<file path="src/rtl/dst_pkg.sv">
// ----------------------------------------------------------------------------
// dst_pkg
// Types, character codes and helper functions for the DATA statement
// tokenizer.
// ----------------------------------------------------------------------------
package dst_pkg;

    localparam int unsigned LEN_W = 12;

    localparam logic [LEN_W-1:0] BARE_MAX   = 12'd255;
    localparam logic [LEN_W-1:0] STRING_MAX = 12'd4095;

    localparam logic [7:0] CH_COLON     = 8'h3A;
    localparam logic [7:0] CH_BACKSLASH = 8'h5C;
    localparam logic [7:0] CH_COMMA     = 8'h2C;
    localparam logic [7:0] CH_QUOTE     = 8'h22;
    localparam logic [7:0] CH_SPACE     = 8'h20;
    localparam logic [7:0] CH_TAB       = 8'h09;
    localparam logic [7:0] CH_CR        = 8'h0D;

    localparam logic [2:0] KW_LEN = 3'd4;
    localparam logic [7:0] KW_TEXT [4] = '{8'h44, 8'h41, 8'h54, 8'h41};

    typedef enum logic [7:0] {
        PH_LEAD   = 8'b0000_0001,
        PH_KEY    = 8'b0000_0010,
        PH_WAIT   = 8'b0000_0100,
        PH_BARE   = 8'b0000_1000,
        PH_STR    = 8'b0001_0000,
        PH_STRQ   = 8'b0010_0000,
        PH_AFTER  = 8'b0100_0000,
        PH_IGNORE = 8'b1000_0000
    } t_phase;

    typedef struct packed {
        logic       vld;
        logic [7:0] sp;
        logic       has;
        logic [7:0] ch;
    } t_piece;

    typedef struct packed {
        logic [7:0]  sp;
        logic        has;
        logic [7:0]  ch;
        logic        last;
        logic [15:0] line;
    } t_result;

    localparam t_piece PIECE_NONE  = '{vld: 1'b0, sp: 8'd0, has: 1'b0, ch: 8'd0};
    localparam t_piece PIECE_EMPTY = '{vld: 1'b1, sp: 8'd0, has: 1'b0, ch: 8'd0};

    function automatic logic f_is_ws(input logic [7:0] c);
        return (c == CH_SPACE) || ((c >= CH_TAB) && (c <= CH_CR));
    endfunction

    function automatic logic f_is_alpha(input logic [7:0] c);
        return ((c >= 8'h41) && (c <= 8'h5A)) || ((c >= 8'h61) && (c <= 8'h7A));
    endfunction

    function automatic logic [7:0] f_to_upper(input logic [7:0] c);
        return ((c >= 8'h61) && (c <= 8'h7A)) ? (c - 8'd32) : c;
    endfunction

    // An item is open while a bare or quoted value is being collected
    function automatic logic f_open(input t_phase ph);
        return (ph == PH_BARE) || (ph == PH_STR) || (ph == PH_STRQ);
    endfunction

    function automatic t_piece f_mk(input logic [7:0] sp, input logic has,
                                    input logic [7:0] ch);
        return '{vld: 1'b1, sp: sp, has: has, ch: ch};
    endfunction

endpackage

</file>
<file path="src/rtl/dst_in_if.sv">
// ----------------------------------------------------------------------------
// dst_in_if
// Character channel: one byte of program text with its line number and
// end-of-line mark.
// ----------------------------------------------------------------------------
interface dst_in_if;
    logic        valid;
    logic        ready;
    logic [7:0]  text_char;
    logic [15:0] line_number;
    logic        end_of_line;

    modport source (output valid, text_char, line_number, end_of_line, input ready);
    modport sink   (input valid, text_char, line_number, end_of_line, output ready);
endinterface

</file>
<file path="src/rtl/dst_out_if.sv">
// ----------------------------------------------------------------------------
// dst_out_if
// Item piece channel: a run of spaces, an optional character and the
// last-piece mark of one DATA item.
// ----------------------------------------------------------------------------
interface dst_out_if;
    logic        valid;
    logic        ready;
    logic [7:0]  spaces_before;
    logic        has_char;
    logic [7:0]  item_char;
    logic        last_of_item;
    logic [15:0] item_line;

    modport source (output valid, spaces_before, has_char, item_char, last_of_item,
                    item_line, input ready);
    modport sink   (input valid, spaces_before, has_char, item_char, last_of_item,
                    item_line, output ready);
endinterface

</file>
<file path="src/rtl/data_statement_tokenizer.sv">
// ----------------------------------------------------------------------------
// data_statement_tokenizer
// Splits program text into DATA statement items, one character per cycle while not stalled.
// ----------------------------------------------------------------------------
// The block takes one character per clock cycle while the result queue has
// room. A character is registered, decoded against the parse state and its
// pieces written into a two-entry result queue once the queue has room for
// them; the queue drains one piece per cycle while the receiver is ready.
// Most characters give zero or one piece; a character that closes an item on
// the last byte of a line gives two, so the sustained rate is one character
// per cycle as long as the receiver is ready and a character that gives no
// piece comes between two such pairs. Each item's pieces are held back by
// one so that the final piece can carry the last-of-item mark.
module data_statement_tokenizer (
    input  logic      i_clk,
    input  logic      i_rst_n,
    dst_in_if.sink    i_text,
    dst_out_if.source o_tok
);
    import dst_pkg::*;

    // input register
    logic        r_in_vld;
    logic [7:0]  r_in_char;
    logic [15:0] r_in_line;
    logic        r_in_eol;

    // parse state
    logic             r_par,  n_par;
    t_phase           r_ph,   n_ph;
    logic [2:0]       r_kw,   n_kw;
    logic [7:0]       r_pend, n_pend;
    t_piece           r_held, n_held;
    logic [LEN_W-1:0] r_len,  n_len;

    // result queue
    t_result r_q0, r_q1;
    logic [1:0] r_cnt, n_cnt;

    logic       a_vld, a_last, b_vld;
    t_piece     a_piece, b_piece, p_piece;
    logic       p_do, fin_do, wait_do, bare_do, str_do, after_do;
    logic       c_ws, c_sep;
    logic [7:0] c_up;
    logic [LEN_W-1:0] avail;
    t_result    res0, res1;
    logic [1:0] n_res, cnt_ap, free;
    logic       pop, commit;

    assign c_ws  = f_is_ws(r_in_char);
    assign c_up  = f_to_upper(r_in_char);
    assign c_sep = !r_par && ((r_in_char == CH_COLON) || (r_in_char == CH_BACKSLASH));
    assign avail = BARE_MAX - r_len;

    always_comb begin
        n_par    = r_par;
        n_ph     = r_ph;
        n_kw     = r_kw;
        n_pend   = r_pend;
        n_held   = r_held;
        n_len    = r_len;
        a_vld    = 1'b0;
        a_last   = 1'b0;
        a_piece  = PIECE_NONE;
        b_vld    = 1'b0;
        b_piece  = PIECE_NONE;
        p_do     = 1'b0;
        p_piece  = PIECE_NONE;
        fin_do   = 1'b0;
        wait_do  = 1'b0;
        bare_do  = 1'b0;
        str_do   = 1'b0;
        after_do = 1'b0;

        if (c_sep) begin
            if (f_open(r_ph)) begin
                a_vld   = 1'b1;
                a_last  = 1'b1;
                a_piece = r_held.vld ? r_held : PIECE_EMPTY;
            end
            n_par  = 1'b0;
            n_ph   = PH_LEAD;
            n_kw   = 3'd0;
            n_pend = 8'd0;
            n_held = PIECE_NONE;
            n_len  = '0;
        end else begin
            if (r_in_char == CH_QUOTE) begin
                n_par = !r_par;
            end
            case (r_ph)
                PH_LEAD: begin
                    if (!c_ws) begin
                        if (c_up == KW_TEXT[0]) begin
                            n_ph = PH_KEY;
                            n_kw = 3'd1;
                        end else begin
                            n_ph = PH_IGNORE;
                        end
                    end
                end
                PH_KEY: begin
                    if (f_is_alpha(r_in_char)) begin
                        if ((r_kw < KW_LEN) && (c_up == KW_TEXT[r_kw[1:0]])) begin
                            n_kw = r_kw + 3'd1;
                        end else begin
                            n_ph = PH_IGNORE;
                        end
                    end else if (r_kw == KW_LEN) begin
                        n_ph    = PH_WAIT;
                        wait_do = 1'b1;
                    end else begin
                        n_ph = PH_IGNORE;
                    end
                end
                PH_WAIT: wait_do = 1'b1;
                PH_BARE: begin
                    if (r_in_char == CH_COMMA) begin
                        fin_do = 1'b1;
                        n_ph   = PH_WAIT;
                    end else if (c_ws) begin
                        if (r_pend != 8'hFF) begin
                            n_pend = r_pend + 8'd1;
                        end
                    end else begin
                        bare_do = 1'b1;
                    end
                end
                PH_STR: begin
                    if (r_in_char == CH_QUOTE) begin
                        n_ph = PH_STRQ;
                    end else begin
                        str_do = 1'b1;
                    end
                end
                PH_STRQ: begin
                    if (r_in_char == CH_QUOTE) begin
                        n_ph   = PH_STR;
                        str_do = 1'b1;
                    end else begin
                        fin_do   = 1'b1;
                        after_do = 1'b1;
                    end
                end
                PH_AFTER: after_do = 1'b1;
                default: ;
            endcase

            // first character of a new item: no held piece to flush
            if (wait_do && !c_ws && (r_in_char != CH_COMMA)) begin
                n_pend = 8'd0;
                n_held = PIECE_NONE;
                n_len  = '0;
                if (r_in_char == CH_QUOTE) begin
                    n_ph = PH_STR;
                end else begin
                    n_ph   = PH_BARE;
                    n_held = f_mk(8'd0, 1'b1, r_in_char);
                    n_len  = {{(LEN_W-1){1'b0}}, 1'b1};
                end
            end

            // cut the bare item once it reaches its length limit
            if (bare_do && (r_len < BARE_MAX)) begin
                p_do   = 1'b1;
                n_pend = 8'd0;
                if ({{(LEN_W-8){1'b0}}, r_pend} >= avail) begin
                    p_piece = f_mk(avail[7:0], 1'b0, 8'd0);
                    n_len   = BARE_MAX;
                end else begin
                    p_piece = f_mk(r_pend, 1'b1, r_in_char);
                    n_len   = r_len + {{(LEN_W-8){1'b0}}, r_pend} + {{(LEN_W-1){1'b0}}, 1'b1};
                end
            end

            if (str_do && (r_len < STRING_MAX)) begin
                p_do    = 1'b1;
                n_len   = r_len + {{(LEN_W-1){1'b0}}, 1'b1};
                p_piece = f_mk(8'd0, 1'b1, r_in_char);
            end

            if (p_do) begin
                if (r_held.vld) begin
                    a_vld   = 1'b1;
                    a_piece = r_held;
                end
                n_held = p_piece;
            end

            if (fin_do) begin
                a_vld   = 1'b1;
                a_last  = 1'b1;
                a_piece = r_held.vld ? r_held : PIECE_EMPTY;
                n_held  = PIECE_NONE;
                n_pend  = 8'd0;
                n_len   = '0;
            end

            // after a closing quote only a comma continues the list
            if (after_do) begin
                n_ph = PH_AFTER;
                if (!c_ws) begin
                    n_ph = (r_in_char == CH_COMMA) ? PH_WAIT : PH_IGNORE;
                end
            end
        end

        if (r_in_eol) begin
            if (f_open(n_ph)) begin
                b_vld   = 1'b1;
                b_piece = n_held.vld ? n_held : PIECE_EMPTY;
            end
            n_par  = 1'b0;
            n_ph   = PH_LEAD;
            n_kw   = 3'd0;
            n_pend = 8'd0;
            n_held = PIECE_NONE;
            n_len  = '0;
        end
    end

    // pack the pieces in order: the step's own piece first, the line end second
    always_comb begin
        res0 = '{sp: b_piece.sp, has: b_piece.has, ch: b_piece.ch, last: 1'b1,
                 line: r_in_line};
        res1 = res0;
        if (a_vld) begin
            res0 = '{sp: a_piece.sp, has: a_piece.has, ch: a_piece.ch, last: a_last,
                     line: r_in_line};
        end
        n_res = {1'b0, a_vld} + {1'b0, b_vld};
    end

    assign pop    = o_tok.valid && o_tok.ready;
    assign cnt_ap = r_cnt - {1'b0, pop};
    assign free   = 2'd2 - cnt_ap;
    assign commit = r_in_vld && (n_res <= free);
    assign n_cnt  = cnt_ap + (commit ? n_res : 2'd0);

    assign i_text.ready = !r_in_vld || commit;

    always_ff @(posedge i_clk) begin
        if (!i_rst_n) begin
            r_in_vld <= 1'b0;
            r_par    <= 1'b0;
            r_ph     <= PH_LEAD;
            r_kw     <= 3'd0;
            r_pend   <= 8'd0;
            r_held   <= PIECE_NONE;
            r_len    <= '0;
            r_cnt    <= 2'd0;
        end else begin
            if (i_text.ready) begin
                r_in_vld <= i_text.valid;
            end
            if (commit) begin
                r_par  <= n_par;
                r_ph   <= n_ph;
                r_kw   <= n_kw;
                r_pend <= n_pend;
                r_held <= n_held;
                r_len  <= n_len;
            end
            r_cnt <= n_cnt;
        end
    end

    always_ff @(posedge i_clk) begin
        if (i_text.valid && i_text.ready) begin
            r_in_char <= i_text.text_char;
            r_in_line <= i_text.line_number;
            r_in_eol  <= i_text.end_of_line;
        end
        // write the new pieces behind what remains, else advance the queue
        if (commit && (n_res != 2'd0) && (cnt_ap == 2'd0)) begin
            r_q0 <= res0;
        end else if (pop) begin
            r_q0 <= r_q1;
        end
        if (commit && (n_res != 2'd0)) begin
            if (cnt_ap == 2'd0) begin
                if (n_res == 2'd2) begin
                    r_q1 <= res1;
                end
            end else begin
                r_q1 <= res0;
            end
        end
    end

    assign o_tok.valid         = (r_cnt != 2'd0);
    assign o_tok.spaces_before = r_q0.sp;
    assign o_tok.has_char      = r_q0.has;
    assign o_tok.item_char     = r_q0.ch;
    assign o_tok.last_of_item  = r_q0.last;
    assign o_tok.item_line     = r_q0.line;

    a_cnt_range: assert property (@(posedge i_clk) disable iff (!i_rst_n)
        r_cnt != 2'd3)
        else $error("result queue count out of range");

    a_held_open: assert property (@(posedge i_clk) disable iff (!i_rst_n)
        r_held.vld |-> f_open(r_ph))
        else $error("held piece outside an open item");

    a_kw_range: assert property (@(posedge i_clk) disable iff (!i_rst_n)
        r_kw <= KW_LEN)
        else $error("keyword letter count out of range");

    a_bare_len: assert property (@(posedge i_clk) disable iff (!i_rst_n)
        (r_ph == PH_BARE) |-> (r_len <= BARE_MAX))
        else $error("bare item longer than its limit");

endmodule

</file>
<file path="src/flat_wrapper.sv">
// flat-port wrapper written by rule: the top's interface ports become plain ports
module data_statement_tokenizer_flat import dst_pkg::*;
  (i_clk, i_rst_n, i_text_valid, i_text_text_char, i_text_line_number, i_text_end_of_line, i_text_ready, o_tok_valid, o_tok_spaces_before, o_tok_has_char, o_tok_item_char, o_tok_last_of_item, o_tok_item_line, o_tok_ready);
  dst_in_if i_text_i ();
  dst_out_if o_tok_i ();
  input  logic i_clk;
  input  logic i_rst_n;
  input wire logic [$bits(i_text_i.valid)-1:0] i_text_valid;
  input wire logic [$bits(i_text_i.text_char)-1:0] i_text_text_char;
  input wire logic [$bits(i_text_i.line_number)-1:0] i_text_line_number;
  input wire logic [$bits(i_text_i.end_of_line)-1:0] i_text_end_of_line;
  output wire logic [$bits(i_text_i.ready)-1:0] i_text_ready;
  output wire logic [$bits(o_tok_i.valid)-1:0] o_tok_valid;
  output wire logic [$bits(o_tok_i.spaces_before)-1:0] o_tok_spaces_before;
  output wire logic [$bits(o_tok_i.has_char)-1:0] o_tok_has_char;
  output wire logic [$bits(o_tok_i.item_char)-1:0] o_tok_item_char;
  output wire logic [$bits(o_tok_i.last_of_item)-1:0] o_tok_last_of_item;
  output wire logic [$bits(o_tok_i.item_line)-1:0] o_tok_item_line;
  input wire logic [$bits(o_tok_i.ready)-1:0] o_tok_ready;
  assign i_text_i.valid = i_text_valid;
  assign i_text_i.text_char = i_text_text_char;
  assign i_text_i.line_number = i_text_line_number;
  assign i_text_i.end_of_line = i_text_end_of_line;
  assign i_text_ready = i_text_i.ready;
  assign o_tok_valid = o_tok_i.valid;
  assign o_tok_spaces_before = o_tok_i.spaces_before;
  assign o_tok_has_char = o_tok_i.has_char;
  assign o_tok_item_char = o_tok_i.item_char;
  assign o_tok_last_of_item = o_tok_i.last_of_item;
  assign o_tok_item_line = o_tok_i.item_line;
  assign o_tok_i.ready = o_tok_ready;
  data_statement_tokenizer u_core (.i_clk(i_clk), .i_rst_n(i_rst_n), .i_text(i_text_i), .o_tok(o_tok_i));
endmodule
</file>
<file path="config.mk">
export PLATFORM = sky130hd
export DESIGN_NAME = data_statement_tokenizer_flat
export DESIGN_NICKNAME = d
export VERILOG_FILES = /design/src/rtl/dst_pkg.sv /design/src/rtl/dst_in_if.sv /design/src/rtl/dst_out_if.sv /design/src/rtl/data_statement_tokenizer.sv /design/src/flat_wrapper.sv
export SDC_FILE = /design/constraint.sdc
export NUM_CORES = 1
export LEC_CHECK = 0
export ABC_AREA = 1
export ABC_CLOCK_PERIOD_IN_PS = 5900
export CAP_MARGIN = 10
export CELL_PAD_IN_SITES_DETAIL_PLACEMENT = 1
export CELL_PAD_IN_SITES_GLOBAL_PLACEMENT = 1
export CORE_MARGIN = 1
export CORE_UTILIZATION = 45
export DETAILED_ROUTE_END_ITERATION = 10
export DONT_BUFFER_PORTS = 1
export PLACE_DENSITY_LB_ADDON = 0.1
export SKIP_CTS_REPAIR_TIMING = 1
export SYNTH_ARGS = -nofsm -noshare
export SYNTH_HDL_FRONTEND = slang
export SYNTH_SLANG_ARGS = --single-unit
</file>
<file path="constraint.sdc">
create_clock -name i_clk -period 5.9 [get_ports i_clk]
set_input_delay 0.59 -clock i_clk [delete_from_list [all_inputs] [get_ports i_clk]]
set_output_delay 0.59 -clock i_clk [all_outputs]
set_load 0.02 [all_outputs]
</file>
# Word-level counts from Yosys, hierarchy flattened
# Index checks and enable logic that the tools add are counted.
[word_totals] ff_bits=146 in_bits=29 output_inout_bits=36
[op_classes] reduce_logical=40 addsub=11 eq_ne=27 bitwise=1 n_mux=100 n_lt_le_gt_ge=12
[op_table] operator="8-bit 2-to-1 mux" count=26
[op_table] operator="17-bit 2-to-1 mux" count=10
[op_table] operator="34-bit 2-to-1 mux" count=5
[op_table] operator="18-bit 2-to-1 mux" count=8
[op_table] operator="12-bit 2-to-1 mux" count=7
[op_table] operator="8-bit by 6-bit == test with 1-bit output, second input constant" count=6
[op_table] operator="8-bit case mux with 5 select lines" count=1
[op_table] operator="1-bit 2-to-1 mux" count=29
[op_table] operator="12-bit by 1-bit adder with 12-bit output, second input constant" count=2
[op_table] operator="8-bit by 7-bit == test with 1-bit output, second input constant" count=3
[op_table] operator="6-bit nonzero test" count=4
[op_table] operator="3-bit 2-to-1 mux" count=6
[op_table] operator="8-bit binary-select mux with 2-bit select" count=1
[op_table] operator="8-bit by 4-bit == test with 1-bit output, second input constant" count=2
[op_table] operator="8-bit by 5-bit == test with 1-bit output, second input constant" count=2
[op_table] operator="8-bit by 7-bit greater-or-equal comparator with 1-bit output, second input constant" count=2
[op_table] operator="8-bit by 7-bit <= comparator with 1-bit output, second input constant" count=2
[op_table] operator="1-bit logical AND" count=14
[op_table] operator="12-bit by 8-bit adder with 12-bit output" count=1
[op_table] operator="8-bit by 12-bit greater-or-equal comparator with 1-bit output" count=1
[op_table] operator="12-bit less-than comparator, second input constant" count=1
[op_table] operator="12-bit by 8-bit less-than comparator with 1-bit output, second input constant" count=1
[op_table] operator="4-bit by 1-bit != test with 1-bit output, second input constant" count=3
[op_table] operator="8-bit by 12-bit subtractor with 12-bit output, first input constant" count=1
[op_table] operator="other kinds (37)" count=53

# Depth between registers and ports, before layout
# Gate-level depths: netlist of run 1.
[depth] depth_word=23 mapped_depth=35 mapped_depth_nobuf=32

# Worst setup path after synthesis of run 1
# OpenSTA, ideal clock, no wires.
[synth_path] path_kind="register to register" start="reg u_core.r_kw[0]" end="reg u_core.r_q1[0] in the netlist's numbering, enable pin" t_required_ns=5.475 slack_ns=0.945 arrival_ns=4.530 path_stages_with_launch=26 cell_sequence="dfxtp_1 > inv_1 > ha_1 > or2_2 > or2_2 > nand4_1 > nor2_4 > nand3_1 > nand2_1 > nand2_1 > nand2_1 > nand2_1 > nand2_1 > nand2_1 > nor2_4 > nand2_2 > inv_2 > buf_4 > ha_1 > ha_1 > inv_1 > o21bai_1 > nand2_1 > nand2_1 > or2_2 > nor2_1"
[synth_via] elab_chain_cells=22 word_cells_on_any_way=36
[synth_lines] element="start, declared" line="data_statement_tokenizer.sv:31" rtl="logic [2:0] r_kw, n_kw;"
[synth_lines] element="start signal, assigned" line="data_statement_tokenizer.sv:259" rtl="r_kw <= n_kw;"
[synth_lines] element="2-bit NOT with 3-bit output (not written as such)" line="data_statement_tokenizer.sv:104" rtl="if ((r_kw < KW_LEN) && (c_up == KW_TEXT[r_kw[1:0]])) begin"
[synth_lines] element="8-bit binary-select mux with 2-bit select" line="data_statement_tokenizer.sv:104"
[synth_lines] element="8-bit 2-to-1 mux (not written as such) (2 in a row)" line="data_statement_tokenizer.sv:104"
[synth_lines] element="8-bit == test" line="data_statement_tokenizer.sv:104"
[synth_lines] element="1-bit logical AND" line="data_statement_tokenizer.sv:104"
[synth_lines] element="8-bit 2-to-1 mux" line="data_statement_tokenizer.sv:104"
[synth_lines] element="8-bit 2-to-1 mux" line="data_statement_tokenizer.sv:103" rtl="if (f_is_alpha(r_in_char)) begin"
[synth_lines] element="8-bit case mux with 5 select lines" line="data_statement_tokenizer.sv:91" rtl="case (r_ph)"
[synth_lines] element="[5 not listed]"
[synth_lines] element="1-bit logical OR *" line="dst_pkg.sv:67" rtl="return (ph == PH_BARE) || (ph == PH_STR) || (ph == PH_STRQ);"
[synth_lines] element="1-bit 2-to-1 mux *" line="data_statement_tokenizer.sv:209" rtl="if (f_open(n_ph)) begin"
[synth_lines] element="1-bit 2-to-1 mux *" line="data_statement_tokenizer.sv:208" rtl="if (r_in_eol) begin"
[synth_lines] element="1-bit by 1-bit adder with 2-bit output *" line="data_statement_tokenizer.sv:231" rtl="n_res = {1'b0, a_vld} + {1'b0, b_vld};"
[synth_lines] element="2-bit <= comparator" line="data_statement_tokenizer.sv:237" rtl="assign commit = r_in_vld && (n_res <= free);"
[synth_lines] element="1-bit logical AND" line="data_statement_tokenizer.sv:237"
[synth_lines] element="1-bit logical AND" line="data_statement_tokenizer.sv:280" rtl="if (commit && (n_res != 2'd0)) begin"
[synth_lines] element="2-bit AND reduction (no source line) *"
[synth_lines] element="end signal, assigned" line="data_statement_tokenizer.sv:283" rtl="r_q1 <= res1;"
[synth_lines] element="end signal, assigned" line="data_statement_tokenizer.sv:286" rtl="r_q1 <= res0;"
[synth_lines] element="end, declared" line="data_statement_tokenizer.sv:37" rtl="t_result r_q0, r_q1;"
# Every way passes the cells marked *; elsewhere a longest branch is shown, timed or not. The select of a mux whose other input is x is not followed.
# A chain may end at the register's enable or synchronous reset.

# Final worst setup path of run 1
[layout_path] start="reg u_core.r_in_char[5]" end="reg u_core.r_len[8]"
[layout_via] elab_chain_cells=20 word_cells_on_any_way=82
[layout_lines] element="start, declared" line="data_statement_tokenizer.sv:24" rtl="logic [7:0] r_in_char;"
[layout_lines] element="start signal, assigned" line="data_statement_tokenizer.sv:270" rtl="r_in_char <= i_text.text_char;"
[layout_lines] element="8-bit by 7-bit greater-or-equal comparator with 1-bit output, or another cell as far along" line="dst_pkg.sv:58, dst_pkg.sv:62"
[layout_lines] element="1-bit logical AND (on tied branches)" line="dst_pkg.sv:58, dst_pkg.sv:62"
[layout_lines] element="8-bit 2-to-1 mux or 1-bit logical OR (tied branches)" line="dst_pkg.sv:62, dst_pkg.sv:58"
[layout_lines] element="8-bit == test or 1-bit 2-to-1 mux (tied branches)" line="data_statement_tokenizer.sv:104, data_statement_tokenizer.sv:103"
[layout_lines] element="1-bit logical AND or 1-bit case mux with 2 select lines (tied branches)" line="data_statement_tokenizer.sv:104, data_statement_tokenizer.sv:91"
[layout_lines] element="8-bit 2-to-1 mux or 1-bit 2-to-1 mux (tied branches)" line="data_statement_tokenizer.sv:104, data_statement_tokenizer.sv:75"
[layout_lines] element="8-bit 2-to-1 mux or 1-bit logical AND (tied branches)" line="data_statement_tokenizer.sv:103, data_statement_tokenizer.sv:150"
[layout_lines] element="8-bit case mux with 5 select lines or 1-bit logical AND (tied branches)" line="data_statement_tokenizer.sv:91, data_statement_tokenizer.sv:150"
[layout_lines] element="[3 not listed]"
[layout_lines] element="8-bit by 4-bit == test with 1-bit output or 8-bit by 5-bit == test with 1-bit output (tied branches)" line="dst_pkg.sv:67"
[layout_lines] element="1-bit logical OR (2 in a row)" line="dst_pkg.sv:67"
[layout_lines] element="1-bit 2-to-1 mux" line="data_statement_tokenizer.sv:209"
[layout_lines] element="1-bit 2-to-1 mux" line="data_statement_tokenizer.sv:208"
[layout_lines] element="1-bit by 1-bit adder with 2-bit output" line="data_statement_tokenizer.sv:231"
[layout_lines] element="2-bit <= comparator" line="data_statement_tokenizer.sv:237"
[layout_lines] element="1-bit logical AND" line="data_statement_tokenizer.sv:237"
[layout_lines] element="2-bit AND reduction (no source line)"
[layout_lines] element="end signal, assigned" line="data_statement_tokenizer.sv:262" rtl="r_len <= n_len;"
[layout_lines] element="end, declared" line="data_statement_tokenizer.sv:34" rtl="logic [LEN_W-1:0] r_len, n_len;"
# Parallel ways exist; a longest one is shown, timed or not. The select of a mux whose other input is x is not followed.

==> results of run 1 <==
[metal layers]
metal / track usage / share of wire / vias to the layer above / wire length (µm)
met4: 0.0730 / 0.015 / 0 / 352
met5: 0 / 0 / - / 0
met2: 0.417 / 0.47 / 135 / 11500
li1: - / - / 3758 / -
met1: 0.343 / 0.48 / 3590 / 11600
met3: 0.0361 / 0.032 / 24 / 773
[stage by stage]
step | hold slack, ps | area, µm² | worst slack [ps] | power [mW]
detailed placement | 437 | 8960 | 706 | 2.19
global placement | 429 | 8960 | 895 | 2.17
finish | 245 | 9550 | 611 | 3.27
CTS | 229 | 9550 | 659 | 3.29
floorplan | 427 | 8790 | 945 | 1.97
global route | 225 | 9550 | 150 | 3.43
[state kept, by name, summed over array words and instances (netlist names), 3 cells and up]
name,count
u_core.r_ph,8
u_core.r_len,12
u_core.o_tok.spaces_before,8
u_core.r_q1,34
u_core.r_in_line,16
u_core.r_held,18
u_core.r_in_char,8
u_core.o_tok.item_char,8
u_core.o_tok.item_line,16
u_core.r_kw,3
u_core.r_pend,8
[layout make-up]
class                      instances  area share
clock buffer                      17      0.0446
clock inverter                    15      0.0166
inverter                         110      0.0435
multi-input combinational        820       0.447
sequential                       146       0.404
tap                              260      0.0341
timing repair buffer              14      0.0110
[Yosys cell counts, drive strengths merged (4+ instances only)]
cell type  instances
nand4             39
edfxtp            93
o21ai             55
buf               27
xnor2              4
ha                23
inv              110
nand2            354
nor3              14
a21oi             62
o211ai             7
nor2              82
nand3            134
clkbuf            18
xor2              13
dfxtp             53
or2                8
a31oi              4
a211oi             6
[power by group through the flow]
| stage | logic, mW | clock network [mW] | registers, mW |
|---|---|---|---|
| after floorplan | 0.635 | 0 | 1.34 |
| after global placement | 0.808 | 0 | 1.36 |
| after detailed placement | 0.821 | 0 | 1.37 |
| after CTS | 0.825 | 1.12 | 1.34 |
| after global routing | 0.920 | 1.15 | 1.36 |
| final | 0.830 | 1.10 | 1.34 |
[how the worst max path moves through the flow]
stage	to	slack (ps)	cells after the start
4_1_cts	u_core.r_len[8]$_SDFFE_PN0P_	660	26
5_1_grt	u_core.r_len[0]$_SDFFE_PN0P_	150	26
6_report	u_core.r_len[8]$_SDFFE_PN0P_	610	26
3_5_place_dp	u_core.r_len[8]$_SDFFE_PN0P_	710	26
2_1_floorplan	u_core.r_q1[0]$_DFFE_PP_	950	25
3_3_place_gp	u_core.r_len[8]$_SDFFE_PN0P_	890	26
[cells by family (layout without fill, tap and decap cells)]
kind of cell | after synthesis | in the layout
xor+xnor | 17 | 17
buf+inv | 155 | 156
compound gates | 142 | 142
fa+ha+maj | 24 | 24
flops | 146 | 146
simple gates | 637 | 637
[worst reg2reg max path, stage by stage, from the launching register on]
cell	delay [ps]
edfxtp_1	550
inv_2	120
nor2_2	120
nand2_1	70
inv_2	80
nand4_4	130
nand2_2	170
nand2_1	100
nor2_4	100
buf_4	230
inv_2	90
nor2_8	220
nand2_4	230
o21ai_2	220
inv_2	190
ha_1	260
ha_1	300
inv_1	40
o21bai_1	160
nand2_1	80
nand2_1	80
buf_4	340
inv_1	270
nand2_1	460
inv_1	270
o21ai_0	220
a21oi_1	60
==> results_dict.tcl, run 1 <==
set metrics [dict create \
    crit_top_cell "nand2_1" \
    crit_buf_inv 9 \
    dieArea_um2 20100 \
    dr.pass1.iters 5 \
    postLayoutCoreUtil 0.504 \
    end_kind "flip-flop" \
    final_nets 1162 \
    synth.top_cell.area_share 0.318 \
    clock-sinks 146 \
    crit_fanout 29 \
    timing.fmax_mhz 189 \
    min_to "u_core.r_in_char[0]$_DFFE_PP_" \
    hp-start "i_text_text_char[0]" \
    min_period_ps 5290 \
    grt.total_usage 0.252 \
    cpPeakStageDelay_ps 550 \
    synth_top_area_cell "edfxtp_1" \
    avgSynthCellArea_um2 7.84 \
    slew_violations 0 \
    port_buffers 0 \
    r2r_cells 26 \
    p_seq_frac 0.411 \
    hold_path_depth 0 \
    fp.dieW_um 142 \
    grt_setup_unrepaired "no" \
    initial_core_util 0.464 \
    via_count 7507 \
    power_density_nw_per_um2 342 \
    synth_area_leaders "edfxtp_1 32%, nand2_1 14%, dfxtp_1 12%" \
    startpoint "u_core.r_in_char[5]$_DFFE_PP_" \
    critPathLaunchType "flip-flop" \
    grt_max_degree 38 \
    leakage_nw 3.97 \
    synth_top_family_by_area "simple AND/OR/NAND/NOR gates" \
    syn_nets 1174 \
    ir_drop_mv 0.240 \
    synth_seq_area_share 0.438 \
    switching_power_mw 1.24 \
    reg2reg_from "u_core.r_in_char[5]$_DFFE_PP_" \
    outcome "finished clean" \
    syn_inst 1121 \
    netlist_area_um2 8790 \
    crit_required_ps 6210 \
    maxCapViolCount 0 \
    crit_family "simple AND/OR/NAND/NOR gates" \
    synthArstFlopShare 0 \
    cts_tree "built" \
    cp_slowest_cell "edfxtp_1" \
    multiInputGateArea_um2 4260 \
    fin_skew_ps 14.6 \
    hold_viol 0 \
    io_pins 65 \
    grt_pass1_vias 7410 \
    register_area_um2 3850 \
    slew-limit-headroom 0.310 \
    area_delta_synth_final_pct 8.61 \
    synth_ff_type "edfxtp_1" \
    num_antenna_cells 0 \
    grt_antenna_before_repair 0 \
    critPathKind "reg -> reg" \
    grt_pass1_wl_um 39700 \
    timing.critical_path.arrival_ps 5590 \
    p_comb_frac 0.254 \
    routed_wl_um 24200 \
    p_int_mw 2.03 \
    numCtsBuffers 17 \
    core_um2 19000 \
    synth_xor_area_frac 0.0169 \
    r2r-end "u_core.r_len[8]$_SDFFE_PN0P_" \
    synthMuxAreaShare 0 \
    drcViolationCount 0 \
    grt.overflow.total 0 \
    drtIter0Drc 428 \
    dp_hpwl_um 17800 \
    cts.path.max_buffers 2 \
    tightest_slew_ps 1030 \
    final_layout_size_suffix_gt1_frac 0.145 \
    htreeDepth 4 \
    ys_warn_count 0 \
    n_fill_cell 2329 \
    hp-class "in -> reg" \
    ys_ff_latch 146 \
    root_buffer "clkbuf_16" \
    dp_cells 1350 \
    viasPerCell 5.43 \
    synthAdderAreaFrac 0.0350 \
    die_y_um 142 \
    setup-violations-final 0 \
    final_cells 1382 \
    gp_congestion 0.900 \
    synth_compound_area_frac 0.0898 \
    most-common-layout-cells "333 x nand2_1, 120 x nand3_1, 93 x edfxtp_1" \
    yosysUniqueCellTypes 48 \
    p_sw_frac 0.379 \
    cts.clk_slew.worst_paths_ps 80 \
    synthSimpleGateAreaFrac 0.342 \
    r2r_slack_ps 610 \
    period_share 0.896 \
    rows 50 \
    final_common_cell "nand2_1" \
    clock_latency_ps 440 \
    ant_nets 0 \
    pwr-share-clk 0.336 \
    synth-edff-count 93 \
    setup_tns_ps 0 \
    wire_per_inst_um 17.5 \
]
(Power assumes the default switching activity.)
==> run 2, diff against run 1 <==
--- a/config.mk
+++ b/config.mk
@@ -11,7 +11,7 @@
 export CELL_PAD_IN_SITES_DETAIL_PLACEMENT = 1
 export CELL_PAD_IN_SITES_GLOBAL_PLACEMENT = 1
 export CORE_MARGIN = 1
-export CORE_UTILIZATION = 45
+export CORE_UTILIZATION = 35
 export DETAILED_ROUTE_END_ITERATION = 10
 export DONT_BUFFER_PORTS = 1
 export PLACE_DENSITY_LB_ADDON = 0.1
==> run 2 against run 1 <==
Effect of this change: routed wire length increased by 5.5%; clock-buffer cell count unchanged; sequential share of layout area fell by 0.24 points; first-iteration DRC count up 0.70%; combinational power shrank 3.4%; highest routed layer unchanged; via count down 0.12%; register-to-register slack better by 120 ps; core utilization decreased by 11 points.
==> results_dict.tcl, run 2 (synthesis results as in run 1) <==
set metrics [dict create \
    die_y_um 160 \
    reg2reg_from "u_core.r_in_char[5]$_DFFE_PP_" \
    dr.pass1.iters 5 \
    outcome "finished clean" \
    r2r_slack_ps 730 \
    largestRegisters "u_core.r_q1 x34, u_core.r_held x18" \
    gp_congestion 0.806 \
    largest_reg_flops 34 \
    via_count 7498 \
    total_power_mw 3.22 \
    numCtsBuffers 17 \
    dp_slack_ps 719 \
    grt.total_usage 0.206 \
    grt_pass1_vias 7700 \
    final_layout_size_suffix_gt1_frac 0.145 \
    dp_cells 1414 \
    dp_hpwl_um 19000 \
    hp-class "in -> reg" \
    crit_top_cell "nand2_1" \
    viasPerCell 5.19 \
    drcViolationCount 0 \
    rows 57 \
    cts_tree "built" \
    r2r_cells 25 \
    end_kind "flip-flop" \
    area_delta_synth_final_pct 9.27 \
    cp_slowest_cell "edfxtp_1" \
    critPathLaunchType "flip-flop" \
    p_comb_frac 0.249 \
    ant_nets 0 \
    critPathKind "reg -> reg" \
    p_sw_frac 0.388 \
    wire_per_inst_um 17.7 \
    setup_tns_ps 0 \
    routed_wl_um 25600 \
    root_buffer "clkbuf_16" \
    ir_drop_mv 0.159 \
    hp-start "i_text_line_number[13]" \
    fin_skew_ps 15.9 \
    grt.overflow.total 0 \
    timing.fmax_mhz 193 \
    num_antenna_cells 0 \
    r2r-end "u_core.o_tok.item_line[4]$_DFFE_PP_" \
    cts.clk_slew.worst_paths_ps 70 \
    maxCapViolCount 0 \
    power_density_nw_per_um2 335 \
    tightest_slew_ps 868 \
    cpPeakStageDelay_ps 550 \
    slew_violations 0 \
    initial_core_util 0.359 \
    drtIter0Drc 431 \
    most-common-layout-cells "333 x nand2_1, 120 x nand3_1, 93 x edfxtp_1" \
    io_pins 65 \
    htreeDepth 4 \
    core_um2 24500 \
    slew-limit-headroom 0.417 \
    cts.path.max_buffers 2 \
    switching_power_mw 1.25 \
    pwr-share-clk 0.333 \
    crit_required_ps 5970 \
    fp.dieW_um 160 \
    setup_ws_ps 726 \
    final_cells 1446 \
    grt_setup_unrepaired "no" \
    setup-violations-final 0 \
    final_nets 1162 \
    hold_slack_ps 250 \
    min_period_ps 5170 \
    grt_antenna_before_repair 0 \
    clock-sinks 146 \
    dieArea_um2 25800 \
    hold_path_depth 0 \
    clock_latency_ps 430 \
    period_share 0.877 \
    p_seq_frac 0.418 \
    hold_viol 0 \
    timing.critical_path.arrival_ps 5250 \
    grt_pass1_wl_um 42200 \
    top_register "u_core.r_q1" \
    crit_fanout 34 \
    min_to "u_core.r_in_line[13]$_DFFE_PP_" \
    grt_max_degree 38 \
    port_buffers 0 \
    final_common_cell "nand2_1" \
    leakage_nw 3.96 \
    p_int_mw 1.97 \
]
==> run 2: cell count changes in the layout (fill, tap and decap cells not counted) <==
cell / before / now
bufinv_16: 1 / 0
clkinv_4: 0 / 2
clkinvlp_4: 2 / 1
inv_6: 6 / 7
inv_8: 5 / 4
==> run 2: worst max-delay path, delay by kind of cell, from the launching register on <==
kind,cells,cell delay [ps]
DFF,1,550
adders and majority gates,2,550
AOI/OAI and AO/OA,2,270
and+or+nand+nor,13,2160
buffers and inverters,8,1240
==> run 2: area by class of cell <==
class | instances | area [µm²]
well taps | 324 | 405
clock buffers | 17 | 425
repair buffers | 14 | 105
inverters | 110 | 415
fillers | 3006 | 14900
flip-flops and latches | 146 | 3850
clock inverters | 15 | 136
multi-input cells | 820 | 4260
==> run 2: through the flow <==
step | util | cell area (µm²)
finish | 0.393 | 9610
CTS | 0.393 | 9610
global placement | 0.370 | 9040
global route | 0.393 | 9610
detailed placement | 0.370 | 9040
floorplan | - | 8790
==> run 2: metal layers <==
layer | global-route usage | vias up | share of wire
met2 | 0.338 | 115 | 0.47
met4 | 0.0498 | 0 | 0.015
li1 | - | 3752 | -
met3 | 0.0282 | 23 | 0.028
met5 | 0 | - | 0
met1 | 0.286 | 3608 | 0.49
==> run 2: how the worst max path moves through the flow <==
stage                     cells past startpoint                                 endpoint  slack [ps]                           from
after global placement                       25  u_core.o_tok.spaces_before[1]$_DFFE_PP_         880  u_core.r_in_char[5]$_DFFE_PP_
after global routing                         25      u_core.o_tok.item_char[7]$_DFFE_PP_         310  u_core.r_in_char[5]$_DFFE_PP_
after detailed placement                     25  u_core.o_tok.spaces_before[1]$_DFFE_PP_         720  u_core.r_in_char[5]$_DFFE_PP_
after floorplan                              25                 u_core.r_q1[0]$_DFFE_PP_         950    u_core.r_kw[0]$_SDFFE_PN0P_
after CTS                                    25      u_core.o_tok.item_line[4]$_DFFE_PP_         700  u_core.r_in_char[5]$_DFFE_PP_
final                                        25      u_core.o_tok.item_line[4]$_DFFE_PP_         730  u_core.r_in_char[5]$_DFFE_PP_
==> run 2: power by group through the flow <==
| stage | Clock [mW] | Sequential (mW) | Combinational (mW) |
|---|---|---|---|
| 3_5_place_dp | 0 | 1.37 | 0.812 |
| 3_3_place_gp | 0 | 1.37 | 0.815 |
| 5_1_grt | 1.13 | 1.36 | 0.896 |
| 2_1_floorplan | 0 | 1.34 | 0.635 |
| 6_report | 1.07 | 1.35 | 0.802 |
| 4_1_cts | 1.10 | 1.35 | 0.814 |
==> run 3, diff against run 2 <==
--- a/config.mk
+++ b/config.mk
@@ -16,6 +16,7 @@
 export DONT_BUFFER_PORTS = 1
 export PLACE_DENSITY_LB_ADDON = 0.1
 export SKIP_CTS_REPAIR_TIMING = 1
+export SKIP_LAST_GASP = 1
 export SYNTH_ARGS = -nofsm -noshare
 export SYNTH_HDL_FRONTEND = slang
 export SYNTH_SLANG_ARGS = --single-unit
==> constraint.sdc (replaced) <==
create_clock -name i_clk -period 5.9 [get_ports i_clk]
set_input_delay 0.59 -clock i_clk [delete_from_list [all_inputs] [get_ports i_clk]]
set_output_delay 0.59 -clock i_clk [all_outputs]
set_load 0.05 [all_outputs]
==> run 3 against run 2 <==
Effect of this change: flip-flop and latch count stayed put; critical path type unchanged; clock-buffer cell count stayed put; clock skew is 1.2 ps lower; sequential share of layout area hardly changed.
==> results_dict.tcl, run 3 (synthesis results as in run 1) <==
set metrics [dict create \
    clock_latency_ps 430 \
    timing.critical_path.arrival_ps 5180 \
    drcViolationCount 0 \
    end_kind "flip-flop" \
    wire_per_inst_um 17.5 \
    ir_drop_mv 0.144 \
    r2r_slack_ps 780 \
    hold_slack_ps 254 \
    grtUsageMet2 0.337 \
    root_buffer "clkbuf_16" \
    viasPerCell 5.11 \
    met1_usage 0.280 \
    final_common_cell "nand2_1" \
    grt_util_met3 0.0292 \
    rows 57 \
    grt.overflow.total 0 \
    io_pins 65 \
    hold_viol 0 \
    power_density_nw_per_um2 346 \
    grt.busiest_layer "met2" \
    timing.fmax_mhz 195 \
    grt_setup_unrepaired "no" \
    dp_slack_ps 768 \
    dr.pass1.iters 4 \
    fin_skew_ps 14.7 \
    largestRegisters "u_core.r_q1 x34, u_core.r_held x18" \
    postLayoutCoreUtil 0.393 \
    period_share 0.867 \
    cp_slowest_cell "edfxtp_1" \
    critPathLaunchType "flip-flop" \
    setup-violations-final 0 \
    crit_fanout 34 \
    cts_tree "built" \
    final_nets 1163 \
    grt_pass1_wl_um 41800 \
    die_y_um 160 \
    clock-sinks 146 \
    grt.total_usage 0.204 \
    core_um2 24500 \
    crit_top_cell "nand2_1" \
    critPathKind "reg -> reg" \
    area_delta_synth_final_pct 9.39 \
    min_period_ps 5120 \
    grt_antenna_before_repair 0 \
    crit_buf_inv 8 \
    tightest_slew_ps 841 \
    port_buffers 0 \
    via_count 7398 \
    final_layout_size_suffix_gt1_frac 0.146 \
    maxCapViolCount 0 \
    fp.dieW_um 160 \
    leakage_nw 3.96 \
    grt_pass1_vias 7617 \
    ant_nets 0 \
    cts.clk_slew.worst_paths_ps 70 \
    setup_ws_ps 785 \
    crit_required_ps 5970 \
    slew-limit-headroom 0.435 \
    slew_violations 0 \
    gp_congestion 0.819 \
    total_power_mw 3.33 \
    grt_max_degree 38 \
    routed_wl_um 25300 \
    initial_core_util 0.359 \
    n_fill_cell 2968 \
    most-common-layout-cells "333 x nand2_1, 120 x nand3_1, 93 x edfxtp_1" \
    num_antenna_cells 0 \
    setup_tns_ps 0 \
    cts.path.max_buffers 2 \
    numCtsBuffers 17 \
    top_register "u_core.r_q1" \
    largest_reg_flops 34 \
    dieArea_um2 25800 \
    crit_family "simple AND/OR/NAND/NOR gates" \
    dp_hpwl_um 18800 \
    cpPeakStageDelay_ps 540 \
    htreeDepth 4 \
    drtIter0Drc 448 \
    hp-class "in -> reg" \
    outcome "finished clean" \
]
==> run 3: changes by cell type in the layout (fill, tap and decap cells not counted) <==
cell        change
buf_4           +1
clkinv_4        -1
clkinv_8        +1
clkinvlp_4      +1
inv_8           -1
==> run 3: layout make-up <==
type / count / area (µm²) / share of cell area
Tap cell: 324 / 405 / 0.0422
Sequential cell: 146 / 3850 / 0.401
Multi-Input combinational cell: 820 / 4260 / 0.443
Timing Repair Buffer: 15 / 113 / 0.0117
Inverter: 110 / 415 / 0.0432
Clock buffer: 17 / 425 / 0.0442
Clock inverter: 15 / 140 / 0.0146
==> run 3: path summary, 6_finish.rpt <==
kind / startpoint / end / cells past startpoint
worst max-delay path: u_core.r_in_char[5]$_DFFE_PP_ / u_core.o_tok.spaces_before[0]$_DFFE_PP_ / 25
worst min-delay path: i_text_text_char[1] / u_core.r_in_char[1]$_DFFE_PP_ / 0
worst max register to register: u_core.r_in_char[5]$_DFFE_PP_ / u_core.o_tok.spaces_before[0]$_DFFE_PP_ / 25
worst min register to register: u_core.r_in_line[0]$_DFFE_PP_ / u_core.r_q1[0]$_DFFE_PP_ / 0
==> run 3: layer usage <==
metal	part of all wire	up-vias
met2	0.47	95
met4	0.0079	0
met3	0.023	13
li1	-	3752
met5	0	-
met1	0.50	3538
==> run 3: worst register-to-register path: stages (launching register included) <==
cell      delay [ps]
edfxtp_1         540
inv_2            110
nor2_2           120
nand2_1           80
inv_2             90
nand4_4          130
nand2_2          170
nand2_1          100
nor2_4           380
inv_2            120
nor2_8           230
nand2_4          230
o21ai_2          220
inv_2            180
ha_1             260
ha_1             290
inv_1             60
o21bai_1          70
nand2_1           60
nand2_1           70
or2_2            320
nor2_2           120
inv_1             50
buf_4            240
nand2_1          100
buf_4            390
==> run 3: stage by stage <==
stage | area [µm²] | instances
after floorplan | 8790 | 1121
final | 9620 | 1447
after CTS | 9620 | 1447
after global routing | 9620 | 1447
after global placement | 9050 | 1415
after detailed placement | 9050 | 1415
==> run 3: power breakdown <==
part	switching, mW	internal (mW)
registers	0.223	1.22
logic	0.622	0.199
clock network	0.507	0.560
total	1.35	1.97
